<file path="config.mk">
export PLATFORM = sky130hd
export DESIGN_NAME = line_comment_to_block_comment
export DESIGN_NICKNAME = d
export VERILOG_FILES = /design/src/hw/rtl/lctbc_pkg.sv /design/src/hw/rtl/lctbc_front.sv /design/src/hw/rtl/lctbc_queue.sv /design/src/hw/rtl/lctbc_back.sv /design/src/hw/rtl/line_comment_to_block_comment.sv
export SDC_FILE = /design/constraint.sdc
export NUM_CORES = 1
export LEC_CHECK = 0
export BUFFER_PORTS_ARGS = -buffer_cell sky130_fd_sc_hd__buf_4
export CAP_MARGIN = 20
export CORE_MARGIN = 10
export CORE_UTILIZATION = 30
export CTS_CLUSTER_DIAMETER = 40
export DETAILED_ROUTE_END_ITERATION = 8
export HOLD_SLACK_MARGIN = 0.02
export PLACE_DENSITY_LB_ADDON = 0.2
export SYNTH_ARGS = -nofsm -noshare
export SYNTH_HDL_FRONTEND = slang
export SYNTH_HIERARCHICAL = 1
export SYNTH_SLANG_ARGS = --single-unit
</file>
<file path="constraint.sdc">
create_clock -name clk -period 3.45 [get_ports clk]
set_input_delay 0.345 -clock clk [delete_from_list [all_inputs] [get_ports clk]]
set_output_delay 0.345 -clock clk [all_outputs]
set_load 0.005 [all_outputs]
</file>
<file path="src/hw/rtl/lctbc_pkg.sv">
// Package for the line comment to block comment converter.
// Holds the lexer state type, the character codes and the command queue types.
// No dependencies.
package lctbc_pkg;

  typedef enum logic [2:0] {
    LEX_NORMAL    = 3'd0,
    LEX_STRING    = 3'd1,
    LEX_STR_ESC   = 3'd2,
    LEX_SLASH     = 3'd3,
    LEX_LINE_CMT  = 3'd4,
    LEX_BLOCK_CMT = 3'd5,
    LEX_STAR      = 3'd6
  } lex_state_t;

  localparam logic [7:0] CH_STAR   = 8'h2A;
  localparam logic [7:0] CH_SLASH  = 8'h2F;
  localparam logic [7:0] CH_QUOTE  = 8'h22;
  localparam logic [7:0] CH_BSLASH = 8'h5C;
  localparam logic [7:0] CH_LF     = 8'h0A;
  localparam logic [7:0] CH_CR     = 8'h0D;

  // Command queue between the lexer and the expander.
  localparam int QUEUE_DEPTH = 4;
  localparam int QPTR_W      = $clog2(QUEUE_DEPTH);
  localparam int QCNT_W      = $clog2(QUEUE_DEPTH + 1);

  // One classified byte: the byte to emit and whether it closes a line comment.
  typedef struct packed {
    logic [7:0] data;
    logic       close;
  } cmd_t;

  // Expansion step of a closing command.
  typedef enum logic [1:0] {
    PH_FIRST  = 2'd0,
    PH_SECOND = 2'd1,
    PH_THIRD  = 2'd2
  } phase_t;

endpackage

</file>
<file path="src/hw/rtl/lctbc_front.sv">
// Lexer front end: tracks strings and comments and classifies each byte.
// Depends on lctbc_pkg.
module lctbc_front (
  input  logic              clk,
  input  logic              rst,
  input  logic              push,
  input  logic [7:0]        text_byte,
  input  logic              q_full,
  output logic              q_wr,
  output lctbc_pkg::cmd_t   q_wr_data
);

  lctbc_pkg::lex_state_t state;
  lctbc_pkg::lex_state_t state_next;
  logic                  take;

  assign take = push && !q_full;
  assign q_wr = take;

  always_ff @(posedge clk) begin
    if (rst) begin
      state <= lctbc_pkg::LEX_NORMAL;
    end else if (take) begin
      state <= state_next;
    end
  end

  // Next state.
  always_comb begin
    state_next = state;
    unique case (state)
      lctbc_pkg::LEX_STRING: begin
        if (text_byte == lctbc_pkg::CH_QUOTE) state_next = lctbc_pkg::LEX_NORMAL;
        else if (text_byte == lctbc_pkg::CH_BSLASH) state_next = lctbc_pkg::LEX_STR_ESC;
      end
      lctbc_pkg::LEX_STR_ESC: begin
        state_next = lctbc_pkg::LEX_STRING;
      end
      lctbc_pkg::LEX_SLASH: begin
        if (text_byte == lctbc_pkg::CH_SLASH) state_next = lctbc_pkg::LEX_LINE_CMT;
        else if (text_byte == lctbc_pkg::CH_STAR) state_next = lctbc_pkg::LEX_BLOCK_CMT;
        else if (text_byte == lctbc_pkg::CH_QUOTE) state_next = lctbc_pkg::LEX_STRING;
        else state_next = lctbc_pkg::LEX_NORMAL;
      end
      lctbc_pkg::LEX_LINE_CMT: begin
        if (text_byte == lctbc_pkg::CH_LF || text_byte == lctbc_pkg::CH_CR) begin
          state_next = lctbc_pkg::LEX_NORMAL;
        end
      end
      lctbc_pkg::LEX_BLOCK_CMT: begin
        if (text_byte == lctbc_pkg::CH_STAR) state_next = lctbc_pkg::LEX_STAR;
      end
      lctbc_pkg::LEX_STAR: begin
        if (text_byte == lctbc_pkg::CH_SLASH) state_next = lctbc_pkg::LEX_NORMAL;
        else if (text_byte == lctbc_pkg::CH_STAR) state_next = lctbc_pkg::LEX_STAR;
        else state_next = lctbc_pkg::LEX_BLOCK_CMT;
      end
      default: begin
        if (text_byte == lctbc_pkg::CH_SLASH) state_next = lctbc_pkg::LEX_SLASH;
        else if (text_byte == lctbc_pkg::CH_QUOTE) state_next = lctbc_pkg::LEX_STRING;
        else state_next = lctbc_pkg::LEX_NORMAL;
      end
    endcase
  end

  // Outputs: the second slash becomes a star, a line end closes a line comment.
  always_comb begin
    q_wr_data.data  = text_byte;
    q_wr_data.close = 1'b0;
    unique case (state)
      lctbc_pkg::LEX_SLASH: begin
        if (text_byte == lctbc_pkg::CH_SLASH) q_wr_data.data = lctbc_pkg::CH_STAR;
      end
      lctbc_pkg::LEX_LINE_CMT: begin
        q_wr_data.close = (text_byte == lctbc_pkg::CH_LF) ||
                          (text_byte == lctbc_pkg::CH_CR);
      end
      default: begin
      end
    endcase
  end

endmodule

</file>
<file path="src/hw/rtl/lctbc_queue.sv">
// Short command queue between the lexer and the expander.
// Depends on lctbc_pkg.
module lctbc_queue (
  input  logic            clk,
  input  logic            rst,
  input  logic            wr,
  input  lctbc_pkg::cmd_t wr_data,
  output logic            q_full,
  input  logic            rd,
  output logic            q_empty,
  output lctbc_pkg::cmd_t rd_data
);

  lctbc_pkg::cmd_t                   slots [lctbc_pkg::QUEUE_DEPTH];
  logic [lctbc_pkg::QPTR_W-1:0]      wr_ptr;
  logic [lctbc_pkg::QPTR_W-1:0]      rd_ptr;
  logic [lctbc_pkg::QCNT_W-1:0]      count;
  logic                              do_wr;
  logic                              do_rd;

  assign q_full  = (count == lctbc_pkg::QCNT_W'(lctbc_pkg::QUEUE_DEPTH));
  assign q_empty = (count == '0);
  assign do_wr   = wr && !q_full;
  assign do_rd   = rd && !q_empty;
  assign rd_data = slots[rd_ptr];

  always_ff @(posedge clk) begin
    if (do_wr) begin
      slots[wr_ptr] <= wr_data;
    end
  end

  always_ff @(posedge clk) begin
    if (rst) begin
      wr_ptr <= '0;
      rd_ptr <= '0;
      count  <= '0;
    end else begin
      if (do_wr) wr_ptr <= wr_ptr + 1'b1;
      if (do_rd) rd_ptr <= rd_ptr + 1'b1;
      if (do_wr && !do_rd) count <= count + 1'b1;
      else if (do_rd && !do_wr) count <= count - 1'b1;
    end
  end

endmodule

</file>
<file path="src/hw/rtl/lctbc_back.sv">
// Expander back end: turns queued commands into output beats and holds the output register.
// Depends on lctbc_pkg.
module lctbc_back (
  input  logic            clk,
  input  logic            rst,
  input  logic            q_empty,
  input  lctbc_pkg::cmd_t rd_data,
  output logic            rd,
  input  logic            pop,
  output logic            empty,
  output logic [7:0]      out_byte,
  output logic            last_of_run
);

  logic                  out_valid;
  lctbc_pkg::phase_t     phase;
  logic                  load;
  logic [7:0]            beat_byte;
  logic                  beat_last;

  assign empty = !out_valid;
  assign load  = (!out_valid || pop) && !q_empty;

  // A closing command spends three beats: star, slash, then the line end.
  always_comb begin
    beat_byte = rd_data.data;
    beat_last = 1'b1;
    if (rd_data.close) begin
      unique case (phase)
        lctbc_pkg::PH_FIRST: begin
          beat_byte = lctbc_pkg::CH_STAR;
          beat_last = 1'b0;
        end
        lctbc_pkg::PH_SECOND: begin
          beat_byte = lctbc_pkg::CH_SLASH;
          beat_last = 1'b0;
        end
        default: begin
        end
      endcase
    end
  end

  assign rd = load && beat_last;

  always_ff @(posedge clk) begin
    if (rst) begin
      out_valid <= 1'b0;
      phase     <= lctbc_pkg::PH_FIRST;
    end else begin
      if (load) begin
        out_valid <= 1'b1;
        if (beat_last) phase <= lctbc_pkg::PH_FIRST;
        else if (phase == lctbc_pkg::PH_FIRST) phase <= lctbc_pkg::PH_SECOND;
        else phase <= lctbc_pkg::PH_THIRD;
      end else if (pop) begin
        out_valid <= 1'b0;
      end
    end
  end

  always_ff @(posedge clk) begin
    if (load) begin
      out_byte    <= beat_byte;
      last_of_run <= beat_last;
    end
  end

endmodule

</file>
<file path="src/hw/rtl/line_comment_to_block_comment.sv">
// Line comment to block comment converter, top level.
// Joins the lexer front end, the command queue and the expander back end.
// Depends on lctbc_pkg, lctbc_front, lctbc_queue and lctbc_back.
//
// Use: source text enters one byte per beat on text_byte, taken when push is
// high and full is low. Each double-slash comment is rewritten as a
// slash-star comment: the second slash comes out as a star, and the CR or
// LF that ends the comment comes out as star, slash, then the line end.
// Strings and block comments pass unchanged. Results leave on out_byte and
// last_of_run; the oldest result is shown while empty is low and is taken
// when pop is high. last_of_run marks the final beat produced by one input.
// An accepted byte is written into the command queue, and its first result
// is then loaded into the output register, ready to pop there.
// Throughput is one input byte per cycle while full is low; only a byte that
// closes a line comment expands to three beats. A four-entry command queue
// between the lexer and the expander absorbs that expansion, so full rises
// only when it is used up or the receiver stalls. While pop stays low, the
// output register holds its beat and the queue fills, then full goes high.
// Synchronous reset empties the queue and the output and puts the lexer in
// its normal code state. Nothing is flushed at the end of the text.
module line_comment_to_block_comment (
  input  logic       clk,
  input  logic       rst,
  input  logic       push,
  output logic       full,
  input  logic [7:0] text_byte,
  input  logic       pop,
  output logic       empty,
  output logic [7:0] out_byte,
  output logic       last_of_run
);

  lctbc_pkg::cmd_t wr_data;
  lctbc_pkg::cmd_t rd_data;
  logic            wr;
  logic            rd;
  logic            q_full;
  logic            q_empty;

  assign full = q_full;

  lctbc_front u_front (
    .clk       (clk),
    .rst       (rst),
    .push      (push),
    .text_byte (text_byte),
    .q_full    (q_full),
    .q_wr      (wr),
    .q_wr_data (wr_data)
  );

  lctbc_queue u_queue (
    .clk     (clk),
    .rst     (rst),
    .wr      (wr),
    .wr_data (wr_data),
    .q_full  (q_full),
    .rd      (rd),
    .q_empty (q_empty),
    .rd_data (rd_data)
  );

  lctbc_back u_back (
    .clk         (clk),
    .rst         (rst),
    .q_empty     (q_empty),
    .rd_data     (rd_data),
    .rd          (rd),
    .pop         (pop),
    .empty       (empty),
    .out_byte    (out_byte),
    .last_of_run (last_of_run)
  );

endmodule
</file>
==> results of run 1 <==
## through the flow
step                      power (mW)  hold slack, ns  instance area, sq um  utilization (%)  std cells
final                           2.24           0.251                  3160             35.8        338
after global routing            2.40           0.247                  3160             35.8        338
after global placement          1.71           0.486                  2980             33.8        322
after detailed placement        1.72           0.490                  2980             33.8        322
after floorplan                 1.49           0.414                  2730                -        205
after CTS                       2.28           0.237                  3160             35.8        338
## report_power, final
group          switching [mW]  internal, mW
registers              0.0790         0.977
clock network           0.288         0.262
logic                   0.312         0.317
## cell type report
| class | instances | area [sq um] | area share (%) |
|---|---|---|---|
| clock buffer | 9 | 124 | 3.93 |
| inverter | 8 | 30.0 | 0.952 |
| sequential | 60 | 1650 | 52.3 |
| multi-input combinational | 122 | 982 | 31.1 |
| tap | 108 | 135 | 4.28 |
| timing repair buffer | 24 | 180 | 5.71 |
| clock inverter | 7 | 52.6 | 1.67 |
## flip-flops by register name (all words and copies together), names as in the netlist, named ones only
name                cells
u_queue/wr_ptr          2
u_queue/slots          36
u_queue/count           3
u_back/last_of_run      1
u_back/out_byte         8
u_back/out_valid        1
u_queue/rd_ptr          2
u_front/state           3
u_back/phase            2
## routing by layer
| layer | up-vias | routed length (um) | track usage (%) |
|---|---|---|---|
| met5 | - | 0 | 0 |
| met4 | 0 | 84 | 4.81 |
| met3 | 7 | 217 | 2.40 |
| met2 | 28 | 2410 | 12.9 |
| met1 | 768 | 2350 | 9.39 |
| li1 | 800 | - | - |
## logic make-up after synthesis
| logic type | Yosys count | synth area share, % |
|---|---|---|
| AND/OR/NAND/NOR | 72 | 16.2 |
| flip-flops | 60 | 60.6 |
| AO/OA/AOI/OAI | 28 | 7.02 |
| multiplexers | 11 | 8.17 |
| buffers and inverters | 23 | 3.44 |
| XOR/XNOR | 5 | 1.61 |
| adder cells (fa/ha/maj) | 6 | 3.03 |
## cell usage in the layout, fill, tap and decap left out, drive strengths merged, types with 2 or more instances in the layout
cell,instances
and2,8
dfxtp,15
o21ai,6
clkbuf,9
a21oi,8
nor3b,2
inv,9
or3,5
xor2,4
clkinv,2
nor2,13
nor3,2
mux4,9
buf,24
and2b,2
nand2b,8
mux2i,2
clkinvlp,4
a31oi,3
ha,5
nor4,3
o31ai,2
nor2b,5
nand3b,2
edfxtp,45
nand3,4
nand2,9
## path summary, 6_finish.rpt
path,slack (ns),cells after the start,end
setup / recovery,0.65,10,u_queue/count[2]
hold / removal,0.25,1,u_queue/slots[2][8]
setup reg to reg,0.65,10,u_queue/count[2]
hold reg to reg,0.50,2,u_back/phase[1]
==> metrics, run 1 <==
post-CTS sizing=0; slew margin rel.=50.5%; status=completed; share of cells above drive strength 1=26.5%; Critical Path Max Stage Delay=approximately 0.44 ns; Leak=1.08 nW; Worst Max-Slew Pin Slew=0.739 ns; Worst Path Required=3.72 ns; CTS tree=yes; Max Buffers Root-to-Sink=2; crit-path cells=nor3_1 -> nor2_1 -> and2_1 -> o31ai_2 -> ha_1 -> inv_1 -> fa_1 -> xor2_1 -> or3_1 -> a21oi_1; final worst path period need=2.80 ns; Hold Path Class=input port to flop; Syn Inst Count=205; RSZ-0062 raised after global routing=no; initial antenna violation count=0; # H-tree levels=3; max cap viols=0; most frequent cell after synthesis=edfxtp_1; WS Path Type=flop to flop; startpoint types=flop; I/O Buffers=22; top_reg_cell synth=edfxtp_1; die width=between 100 and 150 um; Fill cells=859; commonest cells in the netlist=45 x edfxtp_1, 15 x dfxtp_1, 12 x clkbuf_1, 12 x nor2_1; Setup TNS=0 ns; Clock Pin Slew Worst Setup and Hold Paths=0.07 ns; dpl ws=0.634 ns; hold path start=text_byte[7]; Rows=34; Die H=115 um; Worst Path Arrival=3.07 ns; final hold vios=0; number of synthesized flops with an enable pin=45; CTS Hold Bufs=0; Seq cells post-synth=60; DR vias/cell=approximately 4.7; vias in the first global route=1,655; f_max=around 360 MHz; Synthesis Warnings=6; Initial Util=31.0%; largest net degree at the start of global routing=17; gpl congestion=just under 0.8; WP buf/inv=1; worst setup margin=0.648 ns; # DRC=0; worst-path fanout max=10; clk root buf=clkbuf_8; clk_lat worst skew=between 0.3 and 0.4 ns; pwr/cell area=708 nW/um^2; Total Wirelength=5070 um; maximum vdd ir drop=0.000198 V; Synth top area share=~50%; delay-heaviest family, CP=simple AND/OR/NAND/NOR gates; Nets=243; ys async rst share=0%; detailed placement HPWL=3670 um; final setup fails=0; Die ar.=between 10,000 and 15,000 sq um; Area growth syn-to-layout=15.7%; GRT Util Overall=8.07%; Routed Antenna Nets=0; # IOs=23; Setup crit end kind=flop; Worst R2R Start=u_queue/count[1]; Critical path origin=u_queue/count[1]; Final period util=81.2%; total grt overflow=0; critical path's slowest cell=nor3_1; syn avg cell area=approximately 13 sq um; Routed WL per cell=15.0 um; dominant cell type by area after synthesis=edfxtp_1; top cells by area, synth=edfxtp_1 50%, dfxtp_1 11%, mux4_2 7.4%; Num CTS Buffers=9; DRT iter0 DRCs=66; Post-CTS Setup Repair Bufs=0; Clock Skews=0.00917 ns; via count=1,603; Mapped Nets=223; CORE AREA=8810 sq um; Slew Limit Fails=0; Synth Cell Area=roughly 2700 sq um; Yosys cell types=53; First-pass DRT Iterations=4; Seq/Total Area, Yosys=60.6%; first-pass GRT wire length=8190 um; n_diodes=0; clock sink total=60
Power figures use the tool's default switching activity.
==> run 2, diff against run 1 <==
--- a/config.mk
+++ b/config.mk
@@ -5,6 +5,7 @@
 export SDC_FILE = /design/constraint.sdc
 export NUM_CORES = 1
 export LEC_CHECK = 0
+export ABC_AREA = 1
 export BUFFER_PORTS_ARGS = -buffer_cell sky130_fd_sc_hd__buf_4
 export CAP_MARGIN = 20
 export CORE_MARGIN = 10
==> constraint.sdc (replaced) <==
create_clock -name clk -period 2.3 [get_ports clk]
set_input_delay 0.23 -clock clk [delete_from_list [all_inputs] [get_ports clk]]
set_output_delay 0.23 -clock clk [all_outputs]
set_load 0.005 [all_outputs]
==> run 2 against run 1 <==
  * Die area up 3.8%
  * Clock skew about the same
  * Design area up 7.8%
==> metrics, run 2 <==
status=completed; Synth top area share=47.3% (-2.2 points); via count=2,004 (+25%); Hold Path Class=input port to flop; pwr/cell area=1070 nW/um^2 (+52%); DRT iter0 DRCs=44 (-33%); Max Buffers Root-to-Sink=2 (unchanged); clock sink total=60 (unchanged); largest net degree at the start of global routing=17 (unchanged); Routed WL per cell=11.4 um (-24%); final hold vios=0 (unchanged); final instance area=3400 sq um (+7.8%); most frequent cell after synthesis=nand2_1; Setup TNS=0 ns (unchanged); Slew Limit Fails=0 (unchanged); WL met3=148 um (-32%); # DRC=0 (unchanged); total grt overflow=0 (unchanged); wl on met1=2660 um (+13%); Clock Skews=0.00914 ns (-0.0000316 ns); Critical Path Max Stage Delay=0.42 ns (-0.02 ns); DP Area=3210 sq um (+7.6%); Seq/Total Area, Yosys=57.9% (-2.7 points); Area growth syn-to-layout=19.2%; slew margin rel.=79.3% (+29 points); worst setup margin=0.160 ns (-0.488 ns); top_reg_cell synth=edfxtp_1; final setup fails=0 (unchanged); dpl cells=460 (+43%); GRT Util Overall=8.30% (+0.22 points); first-pass GRT wire length=9400 um (+15%); Rows=35 (+2.9%); dpl ws=-0.0255 ns (-0.660 ns); Syn Inst Count=307 (+50%); Power, Total=3.66 mW (+64%); n_diodes=0 (unchanged); ys async rst share=0% (unchanged); vias in the first global route=1,972 (+19%); Die ar.=13,800 sq um (+3.8%); Worst Max-Slew Pin Slew=0.310 ns (-0.430 ns); Leak=1.41 nW (+31%); top sig layer=met4; Synth Cell Area=2850 sq um (+4.6%); Nets=360 (+48%); dominant cell type by area after synthesis=edfxtp_1; Die H=118 um (+1.9%); critical path's slowest cell=fa_1; Setup crit end kind=flop; Mapped Nets=325 (+46%); Total Wirelength=5430 um (+7.0%); syn avg cell area=9.30 sq um (-30%); DR vias/cell=4.21 (-11%); clk_lat worst skew=0.33 ns (about the same); Fill cells=943 (+9.8%); worst-path fanout max=6 (-4); initial antenna violation count=0 (unchanged); commonest cells in the netlist=58 x nand2_1, 51 x nor2_1, 45 x edfxtp_1; CORE AREA=9240 sq um (+4.9%); Num CTS Buffers=9 (unchanged); Yosys cell types=28 (-47%); Routed Antenna Nets=0 (unchanged); largest reg by FF count=u_queue/slots; most common cell after layout, fill and taps aside=nand2_1; detailed placement HPWL=3980 um (+8.5%); Clock Pin Slew Worst Setup and Hold Paths=0.08 ns (about the same); max cap viols=0 (unchanged); met2 WL post-DR=2550 um (+5.8%); Worst Path Arrival=2.37 ns (-0.70 ns); share of cells above drive strength 1=23.1% (-3.5 points); WS Path Type=flop to flop; crit-path cells=inv_8 -> o21ai_0 -> o22ai_2 -> nand2_4 -> inv_2 -> nor2_2 -> nand2_2 -> ha_1 -> inv_1 -> fa_1 -> o21ai_1 -> nor2_1; clk root buf=clkbuf_8; # IOs=23 (unchanged); maximum vdd ir drop=0.000350 V (+77%); most frequent cells in the layout=58 x nand2_1, 50 x nor2_1, 45 x edfxtp_1; die width=118 um (+1.9%); Post-Route Utilization=36.8% (+0.97 points); # H-tree levels=3 (unchanged); CTS Hold Bufs=0 (unchanged); top cells by area, synth=edfxtp_1 47%, dfxtp_1 11%, nand2_1 7.6%; final worst path period need=2.14 ns (-0.662 ns); startpoint types=flop; Seq cells post-synth=60 (unchanged); Top Registers=u_queue/slots: 36 flops, u_back/out_byte: 8 flops; First-pass DRT Iterations=4 (unchanged); Largest register FFs=36 (unchanged); gpl congestion=0.839 (+8.8%); Synthesis Warnings=6 (unchanged); Final period util=93.0% (+12 points); Worst Path Required=2.53 ns (-1.19 ns); f_max=467 MHz (+31%); I/O Buffers=22 (unchanged); worst reg2reg setup slack=0.16 ns (-0.49 ns); Initial Util=30.9% (-0.088 points); CTS tree=yes; non-filler cells, final=476 (+41%); Post-CTS Setup Repair Bufs=0 (unchanged); final hold slack=0.122 ns (-0.129 ns); RSZ-0062 raised after global routing=no; number of synthesized flops with an enable pin=45 (unchanged)
## run 2: changes by cell type in the layout (fill, tap and decap cells not counted), sizes merged, moves of 8 or more
cell,change
nor2,+45
buf,+9
nand2b,-8
nand2,+59
and2,-8
o21ai,+13
o22ai,+9
inv,+41
mux4,-9
nand3,+9
## run 2: timing repair
item                                    CTS  global route
cloned                                    0             0
pin swaps                                 0             0
endpoints found under the setup margin    2             2
gates resized for setup                   1             5
## run 2: final timing paths
path	endpoint	cells after the start	startpoint
worst min-delay path	u_queue/slots[3][8]	1	text_byte[7]
worst max register to register	u_queue/count[1]	12	flop
worst max-delay path	u_queue/count[1]	12	flop
worst min register to register	u_queue/rd_ptr[1]	2	u_queue/rd_ptr[1]
## run 2: cell families (layout without fill, tap and decap cells)
kind of cell / after synthesis / count (layout) / synth area share (%)
and+or+nand+nor: 146 / 146 / 23.2
DFF: 60 / 60 / 57.9
buffers and inverters: 56 / 96 / 8.42
AOI/OAI and AO/OA: 38 / 38 / 7.28
adders and majority gates: 6 / 6 / 2.89
xor gates and xnor gates: 1 / 1 / 0.307
## run 2: area by class of cell
type	count	area (sq um)	area share, %
Clock buffer	9	124	3.64
Sequential cell	60	1660	48.7
Inverter	47	184	5.41
Tap cell	129	161	4.75
Multi-Input combinational cell	191	971	28.6
Timing Repair Buffer	33	248	7.28
Clock inverter	7	57.6	1.69
## run 2: critical path: cells and delay by family (launching register included)
kind            cells  cell delay (ns)
simple gates        4             0.43
compound gates      3             0.44
buf+inv             3             0.16
flops               1             0.39
fa+ha+maj           2             0.62
## run 2: power breakdown
| group | total, mW | internal [mW] | leakage [nW] | switching (mW) |
|---|---|---|---|---|
| Clock | 0.839 | 0.402 | 0.0829 | 0.436 |
| Combinational | 1.23 | 0.510 | 0.791 | 0.720 |
| Sequential | 1.59 | 1.48 | 0.537 | 0.110 |
## run 2: per-layer routing
| layer | GRT usage (%) | vias to the layer above |
|---|---|---|
| li1 | - | 1062 |
| met1 | 10.3 | 910 |
| met2 | 13.1 | 27 |
| met3 | 2.69 | 5 |
| met4 | 3.01 | 0 |
| met5 | 0 | - |
==> run 3, diff against run 2 <==
--- a/config.mk
+++ b/config.mk
@@ -8,6 +8,8 @@
 export ABC_AREA = 1
 export BUFFER_PORTS_ARGS = -buffer_cell sky130_fd_sc_hd__buf_4
 export CAP_MARGIN = 20
+export CELL_PAD_IN_SITES_DETAIL_PLACEMENT = 1
+export CELL_PAD_IN_SITES_GLOBAL_PLACEMENT = 1
 export CORE_MARGIN = 10
 export CORE_UTILIZATION = 30
 export CTS_CLUSTER_DIAMETER = 40
==> run 3 against run 2 <==
  * Critical path depth fell by 1
  * Maximum frequency rose by 1.1%
  * Design area rose by 0.37%
  * First-iteration DRC count rose by 110%
  * Total power rose by 2.7%
  * Combinational power barely moved
  * Critical path type unchanged
  * Highest routed layer unchanged
  * Sequential cell count did not move
  * Sequential power barely moved
==> metrics, run 3 (synthesized netlist as in run 2, its figures left out) <==
status=completed; Power, Total=3.75 mW (+2.7%); pwr/cell area=1100 nW/um^2 (+2.3%); final worst path period need=2.12 ns (-0.0241 ns); Die H=118 um (unchanged); final hold vios=0 (unchanged); via count=2,046 (+2.1%); maximum vdd ir drop=0.000263 V (-25%); DRT iter0 DRCs=93 (+110%); CORE AREA=9240 sq um (unchanged); Clock Pin Slew Worst Setup and Hold Paths=0.07 ns (about the same); max cap viols=0 (unchanged); Total Wirelength=6080 um (+12%); clk_lat worst skew=0.34 ns (about the same); Fill cells=1,090 (+16%); worst-path fanout max=4 (-2); total grt overflow=0 (unchanged); Setup crit end kind=flop; Nets=360 (unchanged); startpoint types=flop; clk root buf=clkbuf_8; largest reg by FF count=u_queue/slots; n_diodes=0 (unchanged); critical path's slowest cell=fa_1; Setup TNS=0 ns (unchanged); final hold slack=0.111 ns (-0.0115 ns); CP most frequent cell=o21ai_0; # DRC=0 (unchanged); GRT Util Overall=9.15% (+0.86 points); most common cell after layout, fill and taps aside=nand2_1; delay-heaviest family, CP=adder cells; Worst Path Required=2.53 ns (about the same); Die ar.=13,800 sq um (unchanged); Slew Limit Fails=0 (unchanged); crit-path cells=o21ai_0 -> o22ai_2 -> nand2_4 -> inv_2 -> nor2_2 -> nand2_2 -> ha_1 -> inv_1 -> fa_1 -> o21ai_0 -> nor2_1; first-pass GRT wire length=10,200 um (+8.2%); # H-tree levels=3 (unchanged); Rows=35 (unchanged); CTS tree=yes; Num CTS Buffers=9 (unchanged); Critical Path Max Stage Delay=0.41 ns (about the same); gpl congestion=0.789 (-6.1%); WP buf/inv=2 (-1); Final period util=92.0% (-1.0 points); Top Registers=u_queue/slots: 36 flops, u_back/out_byte: 8 flops; Area growth syn-to-layout=19.6%; Clock Skews=0.00658 ns (-0.00256 ns); clock sink total=60 (unchanged); Routed WL per cell=12.8 um (+12%); Initial Util=30.9% (unchanged); Leak=1.42 nW (+0.67%); register area=1660 sq um (unchanged); DR vias/cell=4.30 (+2.1%); # IOs=23 (unchanged); Worst Max-Slew Pin Slew=0.315 ns (+0.00546 ns); Routed Antenna Nets=0 (unchanged); Worst Path Arrival=2.35 ns (-0.02 ns); detailed placement HPWL=4550 um (+14%); die width=118 um (unchanged); vias in the first global route=2,092 (+6.1%); Hold Path Class=input port to flop; f_max=473 MHz (+1.1%); initial antenna violation count=0 (unchanged); share of cells above drive strength 1=23.6% (+0.58 points); I/O Buffers=22 (unchanged); First-pass DRT Iterations=4 (unchanged); Largest register FFs=36 (unchanged); RSZ-0062 raised after global routing=no; final setup fails=0 (unchanged); slew margin rel.=79.0% (-0.36 points); largest net degree at the start of global routing=17 (unchanged); WS Path Type=flop to flop; most frequent cells in the layout=58 x nand2_1, 49 x nor2_1, 45 x edfxtp_1; area of the multi-input gates=973 sq um (+0.26%); Max Buffers Root-to-Sink=2 (unchanged)
==> run 3: final cells by class <==
type | count | area share [%]
Clock buffer | 9 | 3.63
Clock inverter | 7 | 1.98
Inverter | 47 | 5.39
Multi-Input combinational cell | 191 | 28.5
Sequential cell | 60 | 48.5
Tap cell | 129 | 4.73
Timing Repair Buffer | 33 | 7.26
==> run 3: layer usage <==
metal | GRT usage, % | vias to the layer above | share of wire (%)
met5 | 0 | - | 0
met4 | 4.64 | 0 | 1.3
met3 | 2.88 | 5 | 2.8
met2 | 14.5 | 30 | 47
met1 | 10.9 | 956 | 48
li1 | - | 1055 | -
==> run 3: path summary, 6_finish.rpt <==
| kind | end | slack [ns] | startpoint | cells after the start |
|---|---|---|---|---|
| hold / removal | u_queue/slots[1][7] | 0.11 | text_byte[6] | 1 |
| setup / recovery | u_queue/count[1] | 0.18 | flop | 11 |
| hold reg to reg | u_queue/rd_ptr[0] | 0.50 | u_queue/rd_ptr[0] | 2 |
| setup reg to reg | u_queue/count[1] | 0.18 | flop | 11 |
==> run 3: timing repair <==
| item | 4_1_cts | 5_1_grt |
|---|---|---|
| setup endpoints to repair | 0 | 2 |
| hold buffers | 0 | 0 |
| setup buffers | 0 | 0 |
| resized for setup | 0 | 7 |
==> run 3: stage by stage <==
| stage | instances | instance area, sq um | worst slack [ns] | util (%) |
|---|---|---|---|---|
| global placement | 460 | 3210 | 0.140 | 34.7 |
| global route | 476 | 3410 | 0.0166 | 36.9 |
| floorplan | 307 | 2850 | 0.111 | - |
| finish | 476 | 3410 | 0.184 | 36.9 |
| detailed placement | 460 | 3210 | 0.0711 | 34.7 |
| CTS | 476 | 3400 | 0.0653 | 36.8 |
==> run 3: power breakdown <==
part           switching, mW  leakage, nW  internal (mW)
sequential             0.109        0.537           1.48
combinational          0.739        0.790          0.516
clock                  0.420       0.0926          0.493
